==> config.mk <==
export PLATFORM = sky130hd
export DESIGN_NAME = rs_gf32_address_encoder
export DESIGN_NICKNAME = d
export VERILOG_FILES = /design/src/hw/rtl/rsge_pkg.sv /design/src/hw/rtl/rsge_front.sv /design/src/hw/rtl/rsge_fifo.sv /design/src/hw/rtl/rsge_back.sv /design/src/hw/rtl/rs_gf32_address_encoder.sv
export SDC_FILE = /design/constraint.sdc
export NUM_CORES = 1
export LEC_CHECK = 0
export ABC_AREA = 1
export BUFFER_PORTS_ARGS = -buffer_cell sky130_fd_sc_hd__buf_2
export CAP_MARGIN = 20
export CORE_UTILIZATION = 44
export DETAILED_ROUTE_END_ITERATION = 7
export PLACE_DENSITY = 0.66
export SETUP_SLACK_MARGIN = 0.02
export SYNTH_ARGS = -nofsm -noshare
export SYNTH_HDL_FRONTEND = slang
export SYNTH_SLANG_ARGS = --single-unit
==> constraint.sdc <==
create_clock -name clk_i -period 9.9 [get_ports clk_i]
set_clock_uncertainty 0.15 [all_clocks]
set_input_delay 0.99 -clock clk_i [delete_from_list [all_inputs] [get_ports clk_i]]
set_output_delay 0.99 -clock clk_i [all_outputs]
set_load 0.005 [all_outputs]
==> src/hw/rtl/rsge_pkg.sv <==
`default_nettype none
package rsge_pkg;

  localparam int unsigned NumDigits  = 13;
  localparam int unsigned NumParity  = 4;
  localparam int unsigned NumSymbols = NumDigits + NumParity;
  localparam int unsigned NumChars   = 20;
  localparam int unsigned SymW       = 5;
  localparam int unsigned CharW      = 7;
  localparam int unsigned AcctW      = 64;

  // field polynomial x^5+x^2+1
  localparam logic [5:0] GfPoly = 6'h25;

  // generator taps
  localparam logic [SymW-1:0] Tap0 = 5'd17;
  localparam logic [SymW-1:0] Tap1 = 5'd9;
  localparam logic [SymW-1:0] Tap2 = 5'd6;
  localparam logic [SymW-1:0] Tap3 = 5'd30;

  localparam logic [CharW-1:0] DashCode = 7'd45;

  // alphabet, first character in the top byte
  localparam logic [32*8-1:0] Alphabet = "23456789ABCDEFGHJKLMNPQRSTUVWXYZ";

  // codeword symbol shown at each character position (dash positions unused)
  localparam logic [SymW-1:0] CharSym [NumChars] = '{
    5'd3, 5'd2, 5'd1, 5'd0, 5'd0,
    5'd7, 5'd6, 5'd5, 5'd4, 5'd0,
    5'd13, 5'd14, 5'd15, 5'd16, 5'd0,
    5'd12, 5'd8, 5'd9, 5'd10, 5'd11
  };

  // character positions that carry a dash (positions 4, 9 and 14)
  localparam logic [NumChars-1:0] CharIsDash = 20'h04210;

  typedef struct packed {
    logic [NumSymbols-1:0][SymW-1:0] sym;
  } codeword_t;

  // multiply two GF(32) elements modulo the field polynomial
  function automatic logic [SymW-1:0] gf_mul(input logic [SymW-1:0] x,
                                             input logic [SymW-1:0] y);
    logic [8:0] acc;
    acc = '0;
    for (int b = 0; b < 5; b++) begin
      if (y[b]) acc = acc ^ (9'(x) << b);
    end
    for (int b = 8; b >= 5; b--) begin
      if (acc[b]) acc = acc ^ (9'(GfPoly) << (b - 5));
    end
    return acc[SymW-1:0];
  endfunction

  // map a symbol to its ASCII character
  function automatic logic [CharW-1:0] sym_char(input logic [SymW-1:0] s);
    logic [7:0] c;
    c = Alphabet[(8'd31 - 8'(s)) * 8 +: 8];
    return c[CharW-1:0];
  endfunction

endpackage
`default_nettype wire

==> src/hw/rtl/rsge_front.sv <==
`default_nettype none
module rsge_front
  import rsge_pkg::*;
(
  input  wire logic             clk_i,
  input  wire logic             rst_ni,
  input  wire logic             in_valid_i,
  output logic                  in_stall_o,
  input  wire logic [AcctW-1:0] account_id_i,
  output logic                  push_o,
  output codeword_t             push_data_o,
  input  wire logic             full_i
);

  logic             busy_q, busy_d;
  logic [3:0]       cnt_q, cnt_d;
  logic [AcctW-1:0] acct_q, acct_d;
  logic [NumParity-1:0][SymW-1:0] par_q, par_d, par_n;
  logic [AcctW:0]   acct_ext;
  logic [NumDigits-1:0][SymW-1:0] digits;
  logic [SymW-1:0]  digit;
  logic [SymW-1:0]  fb;
  logic             last_step;
  logic             accept;

  // split the account into base-32 digits, least significant first
  assign acct_ext = {1'b0, acct_q};
  always_comb begin
    for (int i = 0; i < NumDigits; i++) begin
      digits[i] = acct_ext[i*SymW +: SymW];
    end
  end

  // pick the digit for this step, top digit first
  always_comb begin
    digit = '0;
    for (int i = 0; i < NumDigits; i++) begin
      if (cnt_q == 4'(i)) digit = digits[i];
    end
  end

  // one LFSR step
  assign fb       = digit ^ par_q[3];
  assign par_n[3] = par_q[2] ^ gf_mul(Tap3, fb);
  assign par_n[2] = par_q[1] ^ gf_mul(Tap2, fb);
  assign par_n[1] = par_q[0] ^ gf_mul(Tap1, fb);
  assign par_n[0] = gf_mul(Tap0, fb);

  assign last_step  = (cnt_q == 4'd0);
  assign push_o     = busy_q && last_step && !full_i;
  assign in_stall_o = busy_q && !push_o;
  assign accept     = in_valid_i && !in_stall_o;

  // assemble the codeword: digits, then parity
  always_comb begin
    for (int i = 0; i < NumDigits; i++) begin
      push_data_o.sym[i] = digits[i];
    end
    for (int j = 0; j < NumParity; j++) begin
      push_data_o.sym[NumDigits + j] = par_n[j];
    end
  end

  // load a new word, advance the LFSR, or hold while the queue is full
  always_comb begin
    busy_d = busy_q;
    cnt_d  = cnt_q;
    acct_d = acct_q;
    par_d  = par_q;
    if (accept) begin
      busy_d = 1'b1;
      cnt_d  = 4'(NumDigits - 1);
      acct_d = account_id_i;
      par_d  = '0;
    end else if (push_o) begin
      busy_d = 1'b0;
    end else if (busy_q && !last_step) begin
      cnt_d = cnt_q - 4'd1;
      par_d = par_n;
    end
  end

  always_ff @(posedge clk_i or negedge rst_ni) begin
    if (!rst_ni) begin
      busy_q <= 1'b0;
      cnt_q  <= '0;
    end else begin
      busy_q <= busy_d;
      cnt_q  <= cnt_d;
    end
  end

  always_ff @(posedge clk_i) begin
    acct_q <= acct_d;
    par_q  <= par_d;
  end

endmodule
`default_nettype wire

==> src/hw/rtl/rsge_fifo.sv <==
`default_nettype none
module rsge_fifo
  import rsge_pkg::*;
(
  input  wire logic      clk_i,
  input  wire logic      rst_ni,
  input  wire logic      push_i,
  input  wire codeword_t push_data_i,
  output logic           full_o,
  input  wire logic      pop_i,
  output codeword_t      head_o,
  output logic           empty_o
);

  localparam int unsigned Depth = 2;

  codeword_t  mem_q [Depth];
  logic       wr_ptr_q, rd_ptr_q;
  logic [1:0] count_q;

  assign full_o  = (count_q == 2'(Depth));
  assign empty_o = (count_q == 2'd0);
  assign head_o  = mem_q[rd_ptr_q];

  // store incoming codewords
  always_ff @(posedge clk_i) begin
    if (push_i) mem_q[wr_ptr_q] <= push_data_i;
  end

  // advance pointers and occupancy
  always_ff @(posedge clk_i or negedge rst_ni) begin
    if (!rst_ni) begin
      wr_ptr_q <= 1'b0;
      rd_ptr_q <= 1'b0;
      count_q  <= '0;
    end else begin
      if (push_i) wr_ptr_q <= ~wr_ptr_q;
      if (pop_i)  rd_ptr_q <= ~rd_ptr_q;
      case ({push_i, pop_i})
        2'b10:   count_q <= count_q + 2'd1;
        2'b01:   count_q <= count_q - 2'd1;
        default: count_q <= count_q;
      endcase
    end
  end

endmodule
`default_nettype wire

==> src/hw/rtl/rsge_back.sv <==
`default_nettype none
module rsge_back
  import rsge_pkg::*;
(
  input  wire logic              clk_i,
  input  wire logic              rst_ni,
  input  wire codeword_t         head_i,
  input  wire logic              empty_i,
  output logic                   pop_o,
  output logic                   out_valid_o,
  input  wire logic              out_stall_i,
  output logic [CharW-1:0]       char_code_o,
  output logic                   last_char_o
);

  localparam logic [4:0] LastPos = 5'(NumChars - 1);

  codeword_t        cw_q, cw_d;
  logic             active_q, active_d;
  logic [4:0]       pos_q, pos_d;
  logic             out_valid_q, out_valid_d;
  logic [CharW-1:0] char_q, char_d;
  logic             last_q, last_d;
  logic             slot_free;
  logic [CharW-1:0] cur_char;

  assign slot_free = !out_valid_q || !out_stall_i;

  // character for the current position
  assign cur_char = CharIsDash[pos_q] ? DashCode : sym_char(cw_q.sym[CharSym[pos_q]]);

  // emit one character per free slot; load the next codeword as the last one goes
  always_comb begin
    cw_d        = cw_q;
    active_d    = active_q;
    pos_d       = pos_q;
    out_valid_d = out_valid_q;
    char_d      = char_q;
    last_d      = last_q;
    pop_o       = 1'b0;
    if (active_q) begin
      if (slot_free) begin
        out_valid_d = 1'b1;
        char_d      = cur_char;
        last_d      = (pos_q == LastPos);
        if (pos_q == LastPos) begin
          pos_d = '0;
          if (!empty_i) begin
            pop_o = 1'b1;
            cw_d  = head_i;
          end else begin
            active_d = 1'b0;
          end
        end else begin
          pos_d = pos_q + 5'd1;
        end
      end
    end else begin
      if (slot_free) out_valid_d = 1'b0;
      if (!empty_i) begin
        pop_o    = 1'b1;
        cw_d     = head_i;
        active_d = 1'b1;
        pos_d    = '0;
      end
    end
  end

  always_ff @(posedge clk_i or negedge rst_ni) begin
    if (!rst_ni) begin
      active_q    <= 1'b0;
      pos_q       <= '0;
      out_valid_q <= 1'b0;
    end else begin
      active_q    <= active_d;
      pos_q       <= pos_d;
      out_valid_q <= out_valid_d;
    end
  end

  always_ff @(posedge clk_i) begin
    cw_q   <= cw_d;
    char_q <= char_d;
    last_q <= last_d;
  end

  assign out_valid_o = out_valid_q;
  assign char_code_o = char_q;
  assign last_char_o = last_q;

endmodule
`default_nettype wire

==> src/hw/rtl/rs_gf32_address_encoder.sv <==
// Reed-Solomon GF(32) account address encoder. Each 64-bit account word is
// turned into 20 ASCII characters (four groups split by dashes), sent one per
// cycle while out_stall_i is low, with last_char_o high on the twentieth.
// Sustained throughput is set by the one-character-per-cycle output channel.
// The front end runs the parity LFSR one digit per cycle and hands the
// codeword to a two-entry queue, so it accepts the next account while the back
// end is still printing the previous one. The first character passes from the
// front end's LFSR through the queue and the back end's registers.
`default_nettype none
module rs_gf32_address_encoder
  import rsge_pkg::*;
(
  input  wire logic             clk_i,
  input  wire logic             rst_ni,
  input  wire logic             in_valid_i,
  output logic                  in_stall_o,
  input  wire logic [AcctW-1:0] account_id_i,
  output logic                  out_valid_o,
  input  wire logic             out_stall_i,
  output logic [CharW-1:0]      char_code_o,
  output logic                  last_char_o
);

  logic      push;
  codeword_t push_data;
  logic      full;
  logic      pop;
  codeword_t head;
  logic      empty;

  rsge_front u_front (
    .clk_i        (clk_i),
    .rst_ni       (rst_ni),
    .in_valid_i   (in_valid_i),
    .in_stall_o   (in_stall_o),
    .account_id_i (account_id_i),
    .push_o       (push),
    .push_data_o  (push_data),
    .full_i       (full)
  );

  rsge_fifo u_fifo (
    .clk_i       (clk_i),
    .rst_ni      (rst_ni),
    .push_i      (push),
    .push_data_i (push_data),
    .full_o      (full),
    .pop_i       (pop),
    .head_o      (head),
    .empty_o     (empty)
  );

  rsge_back u_back (
    .clk_i       (clk_i),
    .rst_ni      (rst_ni),
    .head_i      (head),
    .empty_i     (empty),
    .pop_o       (pop),
    .out_valid_o (out_valid_o),
    .out_stall_i (out_stall_i),
    .char_code_o (char_code_o),
    .last_char_o (last_char_o)
  );

endmodule
`default_nettype wire

# After elaboration in Yosys (flattened, before gate mapping)
# Memory sizes are Yosys's and may differ from the RTL's.
# Cells that the tools add are included.
dict set report word_totals {
  regBits 193
  elab_cells 206
  n_memories 3
  ramBits 168
  mem_bits_ro 192
}
dict set report op_classes {
  n_reduce_logical 22
  n_bitwise 40
  n_lt_le_gt_ge 3
  eq_ne 20
  shifts 1
  mux 80
  add_sub_neg 5
}
# name words word_bits read_ports rd_clocked_by_memory_dff wr line_no
set mem_list {}
lappend mem_list {u_fifo.mem_q 2 84 1 0 1 rsge_fifo.sv:17} ;# codeword_t mem_q [Depth];
lappend mem_list {{(no name shown)} 32 5 1 0 0 rsge_back.sv:30} ;# assign cur_char = CharIsDash[pos_q] ? DashCode : sym_char(cw_q.sym[CharSym[pos_q]]);
lappend mem_list {{(no name shown)} 32 1 1 0 0 rsge_back.sv:30}
# op n
set ops {}
lappend ops {{$mux 85} 4}
lappend ops {{$shiftx 256x33->7 const A} 1}
lappend ops {{$mux 5} 28}
lappend ops {{$mux 6} 8}
lappend ops {{$mux 4} 9}
lappend ops {{$not 2->2} 16}
lappend ops {{$mux 7} 4}
lappend ops {{$bmux 5 s5} 1}
lappend ops {{$mux 8} 3}
lappend ops {{$not 1->2} 12}
lappend ops {{$eq 4x4->1 const B} 5}
lappend ops {{$xor 5x5->5} 4}
lappend ops {{$mux 9} 2}
lappend ops {{$eq 4x3->1 const B} 4}
lappend ops {{$not 3->4} 4}
lappend ops {{$mux 1} 15}
lappend ops {{$mux 3} 5}
lappend ops {{$lt 5x6->1 const B} 2}
lappend ops {{$reduce_and 2->1} 5}
lappend ops {{$eq 4x2->1 const B} 2}
lappend ops {{$ne 2x2->1 const B} 4}
lappend ops {{$ge 6x6->1 const B} 1}
lappend ops {{$logic_not 1->1} 6}
lappend ops {{$not 5->6} 1}
lappend ops {{other kinds (16)} 25}

# Depth between registers and ports, before layout
# Gate-level depths: netlist of run 1.
dict set report depth {
  depth_word 33
  mapped_depth 27
}

# Hierarchy
# A second synthesis of run 1 with hierarchy kept.
dict set report unflattened {
  cells_unflattened 1461
  area_unflattened_um2 16046.6
}
# module n_inst area_per_inst_um2 cells_each
set modules_own_cells {}
lappend modules_own_cells {rsge_fifo 1 6583.8 468}
lappend modules_own_cells {rsge_back 1 4785.8 463}
lappend modules_own_cells {rsge_front 1 4677.0 530}

# Least setup slack after synthesis of run 1
# OpenSTA, ideal clock, no wires.
dict set report synth_timing {
  kind {reg2reg}
  startpoint {reg u_front.cnt_q[0]}
  endpoint {mem u_fifo.mem_q[0][0] (netlist bit), enable pin}
  n_path_buf 1
  t_arrival_ns 4.738
  setup_slack_ns 4.485
  stages_incl_launch_ff 8
  setup_time_ns 0.527
  path_cell_list {dfrtp_1 > inv_1 > ha_1 > clkbuf_1 > nand2_1 > inv_1 > o211ai_1 > nor2_1}
}
dict set report synth_via {
  elab_chain_len 5
}
# element line_no
set synth_lines {}
lappend synth_lines {{start: declaration} rsge_front.sv:16} ;# logic [3:0] cnt_q, cnt_d;
lappend synth_lines {{start signal: assignment} rsge_front.sv:89} ;# cnt_q <= cnt_d;
lappend synth_lines {{$logic_not 4->1} rsge_front.sv:49} ;# assign last_step = (cnt_q == 4'd0);
lappend synth_lines {{$logic_and 1x1->1 (2 in series)} rsge_front.sv:50} ;# assign push_o = busy_q && last_step && !full_i;
lappend synth_lines {{$mux 1} rsge_fifo.sv:27} ;# if (push_i) mem_q[wr_ptr_q] <= push_data_i;
lappend synth_lines {{$mux 1 (not written as such)} rsge_fifo.sv:27}
lappend synth_lines {{end: declaration} rsge_fifo.sv:17}
# Every way passes these cells.

# Worst setup path in the final report of run 1
dict set report layout_timing {
  startpoint {reg u_back.pos_q[0]}
  endpoint {reg u_back.char_q[2] (netlist: u_back.char_code_o[2]) (data pin)}
}
dict set report layout_via {
  elab_chain_len 8
  word_cells_on_any_way 10
  cone_classes {add/sub (1); shift (1); mux (5); bitwise (1); memory (2)}
}
# element line_no
set layout_lines {}
lappend layout_lines {{start: declaration} rsge_back.sv:20} ;# logic [4:0] pos_q, pos_d;
lappend layout_lines {{start signal: assignment} rsge_back.sv:76} ;# pos_q <= pos_d;
lappend layout_lines {{$not 5->6 (not written as such)} rsge_back.sv:30}
lappend layout_lines {{$mem_v2 32x5} n/a}
lappend layout_lines {{$mux 5 (not written as such) (2 in series)} rsge_back.sv:30}
lappend layout_lines {{$bmux 5 s5} rsge_back.sv:30}
lappend layout_lines {{$mux 5 (not written as such)} rsge_back.sv:30}
lappend layout_lines {{$sub 5x5->6} rsge_pkg.sv:58} ;# c = Alphabet[(8'd31 - 8'(s)) * 8 +: 8];
lappend layout_lines {{$shiftx 256x33->7} rsge_pkg.sv:58}
lappend layout_lines {{end signal: assignment} rsge_back.sv:83} ;# char_q <= char_d;
lappend layout_lines {{end: declaration} rsge_back.sv:22} ;# logic [CharW-1:0] char_q, char_d;
# Several ways; a longest one is shown, not always the timed one. The select of a mux whose other input is x is not followed.
# A chain may end at the register's enable or synchronous reset.

==> impl_metrics.env, run 1 <==
export IMPL_vias=9727
export IMPL_synth_warnings=0
export IMPL_grt_max_degree=82
export IMPL_yosys_area_share_xor_xnor=0.0116
export IMPL_final_cell_mix="494 x nand2_1, 324 x edfxtp_1, 105 x inv_1"
export IMPL_grt_overflow_total=0
export IMPL_cp_arrival_ps=4410
export IMPL_grtUsageMet1=0.248
export IMPL_ys_seq_area_frac=0.696
export IMPL_n_antenna_cell=0
export IMPL_critPathMaxFanout=41
export IMPL_end_kind="flip-flop"
export IMPL_ir_drop_mv=0.202
export IMPL_grt_busiest_layer="met2"
export IMPL_crit_buf_inv=3
export IMPL_place_congestion=0.851
export IMPL_cts_tree="built"
export IMPL_synthDistinctLibCells=40
export IMPL_htree_levels=2
export IMPL_crit_chain="inv_1 > ha_1 > nand2_1 > nand3_1 > nand2_1 > nand2_1 > nand2_2 > inv_2 > o21ai_0 > o221ai_1 > nand2_1 > nand2_1 > a32oi_1 > inv_1 > ha_1 > nand2_1 > o21ai_0 > nor2_1 > o211ai_1"
export IMPL_crit_required_ps=9990
export IMPL_finalNetCount=1560
export IMPL_setup_violations=0
export IMPL_coreArea_um2=33700
export IMPL_root_buffer="clkbuf_16"
export IMPL_pin_count=78
export IMPL_tightest_slew_ps=1120
export IMPL_initial_utilization=0.449
export IMPL_synth_area_mux_share=0
export IMPL_antenna_found_initial=0
export IMPL_fmax_mhz=231
export IMPL_syn_to_final_growth_pct=13.8
export IMPL_fillers=2940
export IMPL_drt_iter0_drc=759
export IMPL_p_per_area_nw_per_um2=375
export IMPL_post_cts_setup_buffers=0
export IMPL_synth_area_per_cell_um2=10.9
export IMPL_ant_nets=0
export IMPL_syn_inst=1386
export IMPL_crit_type="flip-flop to flip-flop"
export IMPL_synth_seq_cells=360
export IMPL_fin_crit_sh=0.437
export IMPL_maxSlewHeadroom=0.256
export IMPL_die_h_um=187
export IMPL_cp_top_family="simple AND/OR/NAND/NOR gates"
export IMPL_cts_made_buffers=38
export IMPL_startpoint_type="flip-flop"
export IMPL_crit_top_cell="nand2_1"
export IMPL_setup_tns_final_ps=0
export IMPL_multi_input_area_um2=4000
export IMPL_fin_crit_ps=4320
export IMPL_final_max_slew_violation_count=0
export IMPL_crit_cells=19
export IMPL_path_clk_slew_ps=60
export IMPL_synth_fa_ha_area_frac=0.0141
export IMPL_layout_commonest_cell="nand2_1"
export IMPL_rr_worst_depth=19
export IMPL_wl_per_cell_um=16.2
export IMPL_cap_violations=0
export IMPL_gr_usage_met3=0.0285
export IMPL_clk_path_buf_depth=3
export IMPL_netlist_area_um2=15100
export IMPL_rows=67
export IMPL_hold_ws_ps=255
export IMPL_cts_sinks=360
export IMPL_drive_gt1_frac=0.129
export IMPL_die_area_um2=35100
export IMPL_dp_hpwl_um=21000
export IMPL_rsz0062_at_grt="false"
export IMPL_drcViolationCount=0
export IMPL_cts_hold_buf=0
export IMPL_grt_pass1_vias=9401
export IMPL_grt_total_usage=0.183
export IMPL_cpPeakStageDelay_ps=520
export IMPL_leakage_nw=6.97
export IMPL_post_synth_and_or_nand_nor_area_fraction=0.193
export IMPL_synth_compound_area_frac=0.0441
export IMPL_grt_pass1_wl_um=50200
export IMPL_use_met2=0.304
export IMPL_drt_pass1_iterations=6
export IMPL_wirelength_um=31500
export IMPL_numPortBuffers=77
export IMPL_hold_class="input port to asynchronous set/reset pin"
export IMPL_status="completed"
export IMPL_synth_nets=1471
export IMPL_cts_resized_gates=0
export IMPL_clk_latency_ps=520
export IMPL_seq_area_um2=10500
export IMPL_die_x_um=187
export IMPL_finalHoldViolCount=0
export IMPL_synth_top_family_by_area="simple AND/OR/NAND/NOR gates"
export IMPL_cp_slowest_cell="nand2_2"
export IMPL_routed_via_density=4.99
==> routing by layer <==
layer,vias up,part of all wire
met5,-,0
met4,0,0.024
met1,4553,0.44
met3,48,0.056
li1,4805,-
met2,321,0.48
==> sequential cells by signal, indices dropped and copies added (netlist names), 2 cells and up <==
register            flops
u_fifo.mem_q          168
u_back.cw_q            84
u_front.acct_q         64
u_front.par_q          20
u_back.char_code_o      7
u_back.pos_q            5
u_front.cnt_q           4
u_fifo.count_q          2
==> per-stage QoR <==
step	area, µm²	utilization	setup slack (ps)	power, mW	cells
after floorplan	15100	-	4480	4.37	1386
after global placement	16000	0.475	5830	5.01	1883
after detailed placement	16000	0.475	5650	5.10	1883
after CTS	17200	0.511	5610	6.47	1949
after global routing	17200	0.511	5220	6.95	1949
final	17200	0.511	5580	6.46	1949
==> layout make-up <==
cell class	instances	area share
inverters	121	0.0265
flip-flops and latches	360	0.612
multi-input cells	866	0.232
well taps	448	0.0326
clock buffers	49	0.0600
clock inverters	17	0.00952
repair buffers	88	0.0272
==> cells by family after synthesis <==
kind of cell	after synthesis
adders and majority gates	17
and+or+nand+nor	710
AOI/OAI and AO/OA	119
xor gates and xnor gates	20
buffers and inverters	160
DFF	360
==> Yosys cell counts (all sizes together) <==
| cell type | instances | area [µm²] |
|---|---|---|
| nor3 | 6 | 41.3 |
| edfxtp | 324 | 9730 |
| xor2 | 19 | 166 |
| a21oi | 29 | 145 |
| dfxtp | 20 | 400 |
| o22ai | 3 | 18.8 |
| nand3b | 2 | 15.0 |
| xnor2 | 1 | 8.76 |
| o211ai | 5 | 37.5 |
| nand2 | 511 | 1960 |
| o221ai | 5 | 43.8 |
| nand3 | 81 | 415 |
| o31ai | 1 | 7.51 |
| a22oi | 1 | 12.5 |
| inv | 121 | 454 |
| nand4 | 7 | 43.8 |
| o21a | 2 | 15.0 |
| dfrtp | 16 | 400 |
| or2 | 10 | 62.6 |
| buf | 13 | 71.3 |
| o21ai | 71 | 370 |
| nor2 | 92 | 378 |
| a32oi | 1 | 8.76 |
| and3 | 1 | 6.26 |
| ha | 17 | 213 |
| a21boi | 1 | 7.51 |
| clkbuf | 26 | 97.6 |
==> path summary, 6_finish.rpt <==
kind                                     from                     to  slack [ps]
setup reg to reg              u_back.pos_q[0]  u_back.char_code_o[2]        5580
max in group asynchronous              rst_ni        u_fifo.rd_ptr_q        9020
setup / recovery              u_back.pos_q[0]  u_back.char_code_o[2]        5580
hold reg to reg            u_front.acct_q[42]    u_fifo.mem_q[0][42]         320
hold / removal                         rst_ni        u_back.pos_q[3]         260
min in group clk_i         u_front.acct_q[42]    u_fifo.mem_q[0][42]         320
==> power by group <==
part / leakage [nW] / internal (mW) / total [mW] / switching (mW)
clock: 0.587 / 0.815 / 1.36 / 0.548
sequential: 3.28 / 2.19 / 2.33 / 0.138
combinational: 3.10 / 0.820 / 2.77 / 1.95
total: 6.97 / 3.82 / 6.46 / 2.64
==> worst reg2reg max path: cells and delay by family (launching register included) <==
kind,cells,cell delay [ps]
simple gates,9,1190
buf+inv,3,740
flops,1,500
compound gates,5,1000
fa+ha+maj,2,450
No activity file was read; power rests on OpenSTA's default activity.
==> run 2, diff against run 1 <==
Clock period 9.9 ns to 3.99 ns, I/O delays scaled along.
==> impl_metrics.env, run 2 (synthesis results as in run 1) <==
export IMPL_status="completed"
export IMPL_n_antenna_cell=0
export IMPL_drive_gt1_frac=0.127
export IMPL_crit_required_ps=4110
export IMPL_path_clk_slew_ps=60
export IMPL_rsz0062_at_grt="false"
export IMPL_finalNetCount=1636
export IMPL_p_per_area_nw_per_um2=895
export IMPL_clk_path_buf_depth=3
export IMPL_die_x_um=187
export IMPL_crit_type="flip-flop to flip-flop"
export IMPL_antenna_found_initial=0
export IMPL_final_max_slew_violation_count=0
export IMPL_htree_levels=2
export IMPL_regMostFlops="u_fifo.mem_q"
export IMPL_die_area_um2=35100
export IMPL_grt_pass1_vias=9669
export IMPL_grt_total_usage=0.192
export IMPL_cpPeakStageDelay_ps=470
export IMPL_seq_area_um2=10500
export IMPL_dp_hpwl_um=22200
export IMPL_ir_drop_mv=0.450
export IMPL_drt_iter0_drc=864
export IMPL_hold_class="input port to asynchronous set/reset pin"
export IMPL_crit_chain="inv_1 > ha_1 > nand2_1 > nand3_1 > nand2_1 > nand2_1 > nand2_2 > inv_2 > nand2_1 > nand3_1 > nand3_1 > nand3_1 > nand2_1 > o21a_1 > inv_1 > ha_1 > inv_1 > o21ai_0 > o31ai_1 > a21oi_1"
export IMPL_end_kind="flip-flop"
export IMPL_cp_slowest_cell="dfrtp_1"
export IMPL_grt_pass1_wl_um=52700
export IMPL_drt_pass1_iterations=6
export IMPL_root_buffer="clkbuf_16"
export IMPL_maxSlewHeadroom=0.463
export IMPL_fmax_mhz=277
export IMPL_coreArea_um2=33700
export IMPL_startpoint_type="flip-flop"
export IMPL_wl_per_cell_um=16.4
export IMPL_setup_tns_final_ps=0
export IMPL_place_congestion=0.864
export IMPL_cts_tree="built"
export IMPL_initial_utilization=0.449
export IMPL_clk_latency_ps=530
export IMPL_power_total_mw=16.1
export IMPL_finalHoldViolCount=0
export IMPL_critPathMaxFanout=41
export IMPL_syn_to_final_growth_pct=19.0
export IMPL_fin_crit_ps=3610
export IMPL_layout_commonest_cell="nand2_1"
export IMPL_final_cell_mix="494 x nand2_1, 324 x edfxtp_1, 105 x inv_1"
export IMPL_multi_input_area_um2=4000
export IMPL_cts_made_buffers=38
export IMPL_setup_violations=0
export IMPL_routed_via_density=4.99
export IMPL_cp_arrival_ps=3730
export IMPL_cts_sinks=360
export IMPL_rows=67
export IMPL_vias=10100
export IMPL_wirelength_um=33200
export IMPL_ant_nets=0
export IMPL_crit_top_cell="nand2_1"
export IMPL_largest_reg_flops=168
export IMPL_drcViolationCount=0
export IMPL_leakage_nw=7.29
export IMPL_die_h_um=187
export IMPL_numPortBuffers=77
export IMPL_grt_overflow_total=0
export IMPL_grt_max_degree=85
export IMPL_fillers=2859
export IMPL_fin_crit_sh=0.905
export IMPL_cap_violations=0
export IMPL_post_cts_setup_buffers=0
export IMPL_tightest_slew_ps=805
export IMPL_pin_count=78
export IMPL_top_regs="u_fifo.mem_q (168), u_back.cw_q (84), u_front.acct_q (64)"
==> run 2: cell types whose count changed in the layout (fill, tap and decap cells not counted), sizes merged <==
| cell | change |
|---|---|
| inv | +1 |
| clkbuf | +1 |
| dlygate4sd3 | +67 |
| bufinv | -1 |
| buf | +9 |
==> run 2: layout make-up <==
cell class | count | area share
flip-flops and latches | 360 | 0.585
multi-input cells | 866 | 0.222
repair buffers | 164 | 0.0718
clock buffers | 50 | 0.0559
well taps | 448 | 0.0311
inverters | 121 | 0.0253
clock inverters | 17 | 0.00889
==> run 2: critical path, delay by kind of cell, from the launching register on <==
family / cells / cell delay, ps
flip-flops: 1 / 470
buffers and inverters: 4 / 860
AND/OR/NAND/NOR: 10 / 960
AO/OA/AOI/OAI: 4 / 460
adder cells (fa/ha/maj): 2 / 430
==> run 2: final timing paths <==
path,startpoint,endpoint,slack (ps),cells past startpoint
max reg2reg,u_back.pos_q[0],u_back.char_code_o[1],380,20
max,u_back.pos_q[0],u_back.char_code_o[1],380,20
min in group clk_i,u_front.acct_q[42],u_fifo.mem_q[1][42],290,0
min reg2reg,u_front.acct_q[42],u_fifo.mem_q[1][42],290,0
max in group asynchronous,rst_ni,u_fifo.rd_ptr_q,3170,2
min,rst_ni,u_front.cnt_q[3],190,2
==> run 2: metal layers <==
metal | global-route usage | up-vias | share of wire
li1 | - | 4965 | -
met1 | 0.265 | 4775 | 0.44
met2 | 0.316 | 313 | 0.47
met3 | 0.0265 | 59 | 0.060
met4 | 0.0569 | 0 | 0.026
met5 | 0 | - | 0
==> run 2: power by group <==
group	total, mW	internal (mW)	switching [mW]
Combinational	7.01	2.16	4.85
Sequential	5.77	5.42	0.356
Clock	3.33	1.92	1.41
Total	16.1	9.49	6.62
==> run 2: timing repair <==
action,in CTS,in global routing
hold buffers,67,0
setup endpoints to repair,0,0
gates resized for setup,0,0
endpoints found under the hold margin,82,0
==> run 2: stage by stage <==
| step | worst slack [ps] | util | hold slack (ps) | cells | cell area, µm² |
|---|---|---|---|---|---|
| after floorplan | -36.4 | - | -46.6 | 1386 | 15100 |
| after global placement | 559 | 0.480 | 203 | 1892 | 16200 |
| after detailed placement | 451 | 0.480 | 211 | 1892 | 16200 |
| after CTS | 436 | 0.534 | 186 | 2026 | 18000 |
| after global routing | 28.3 | 0.534 | 217 | 2026 | 18000 |
| final | 378 | 0.534 | 187 | 2026 | 18000 |
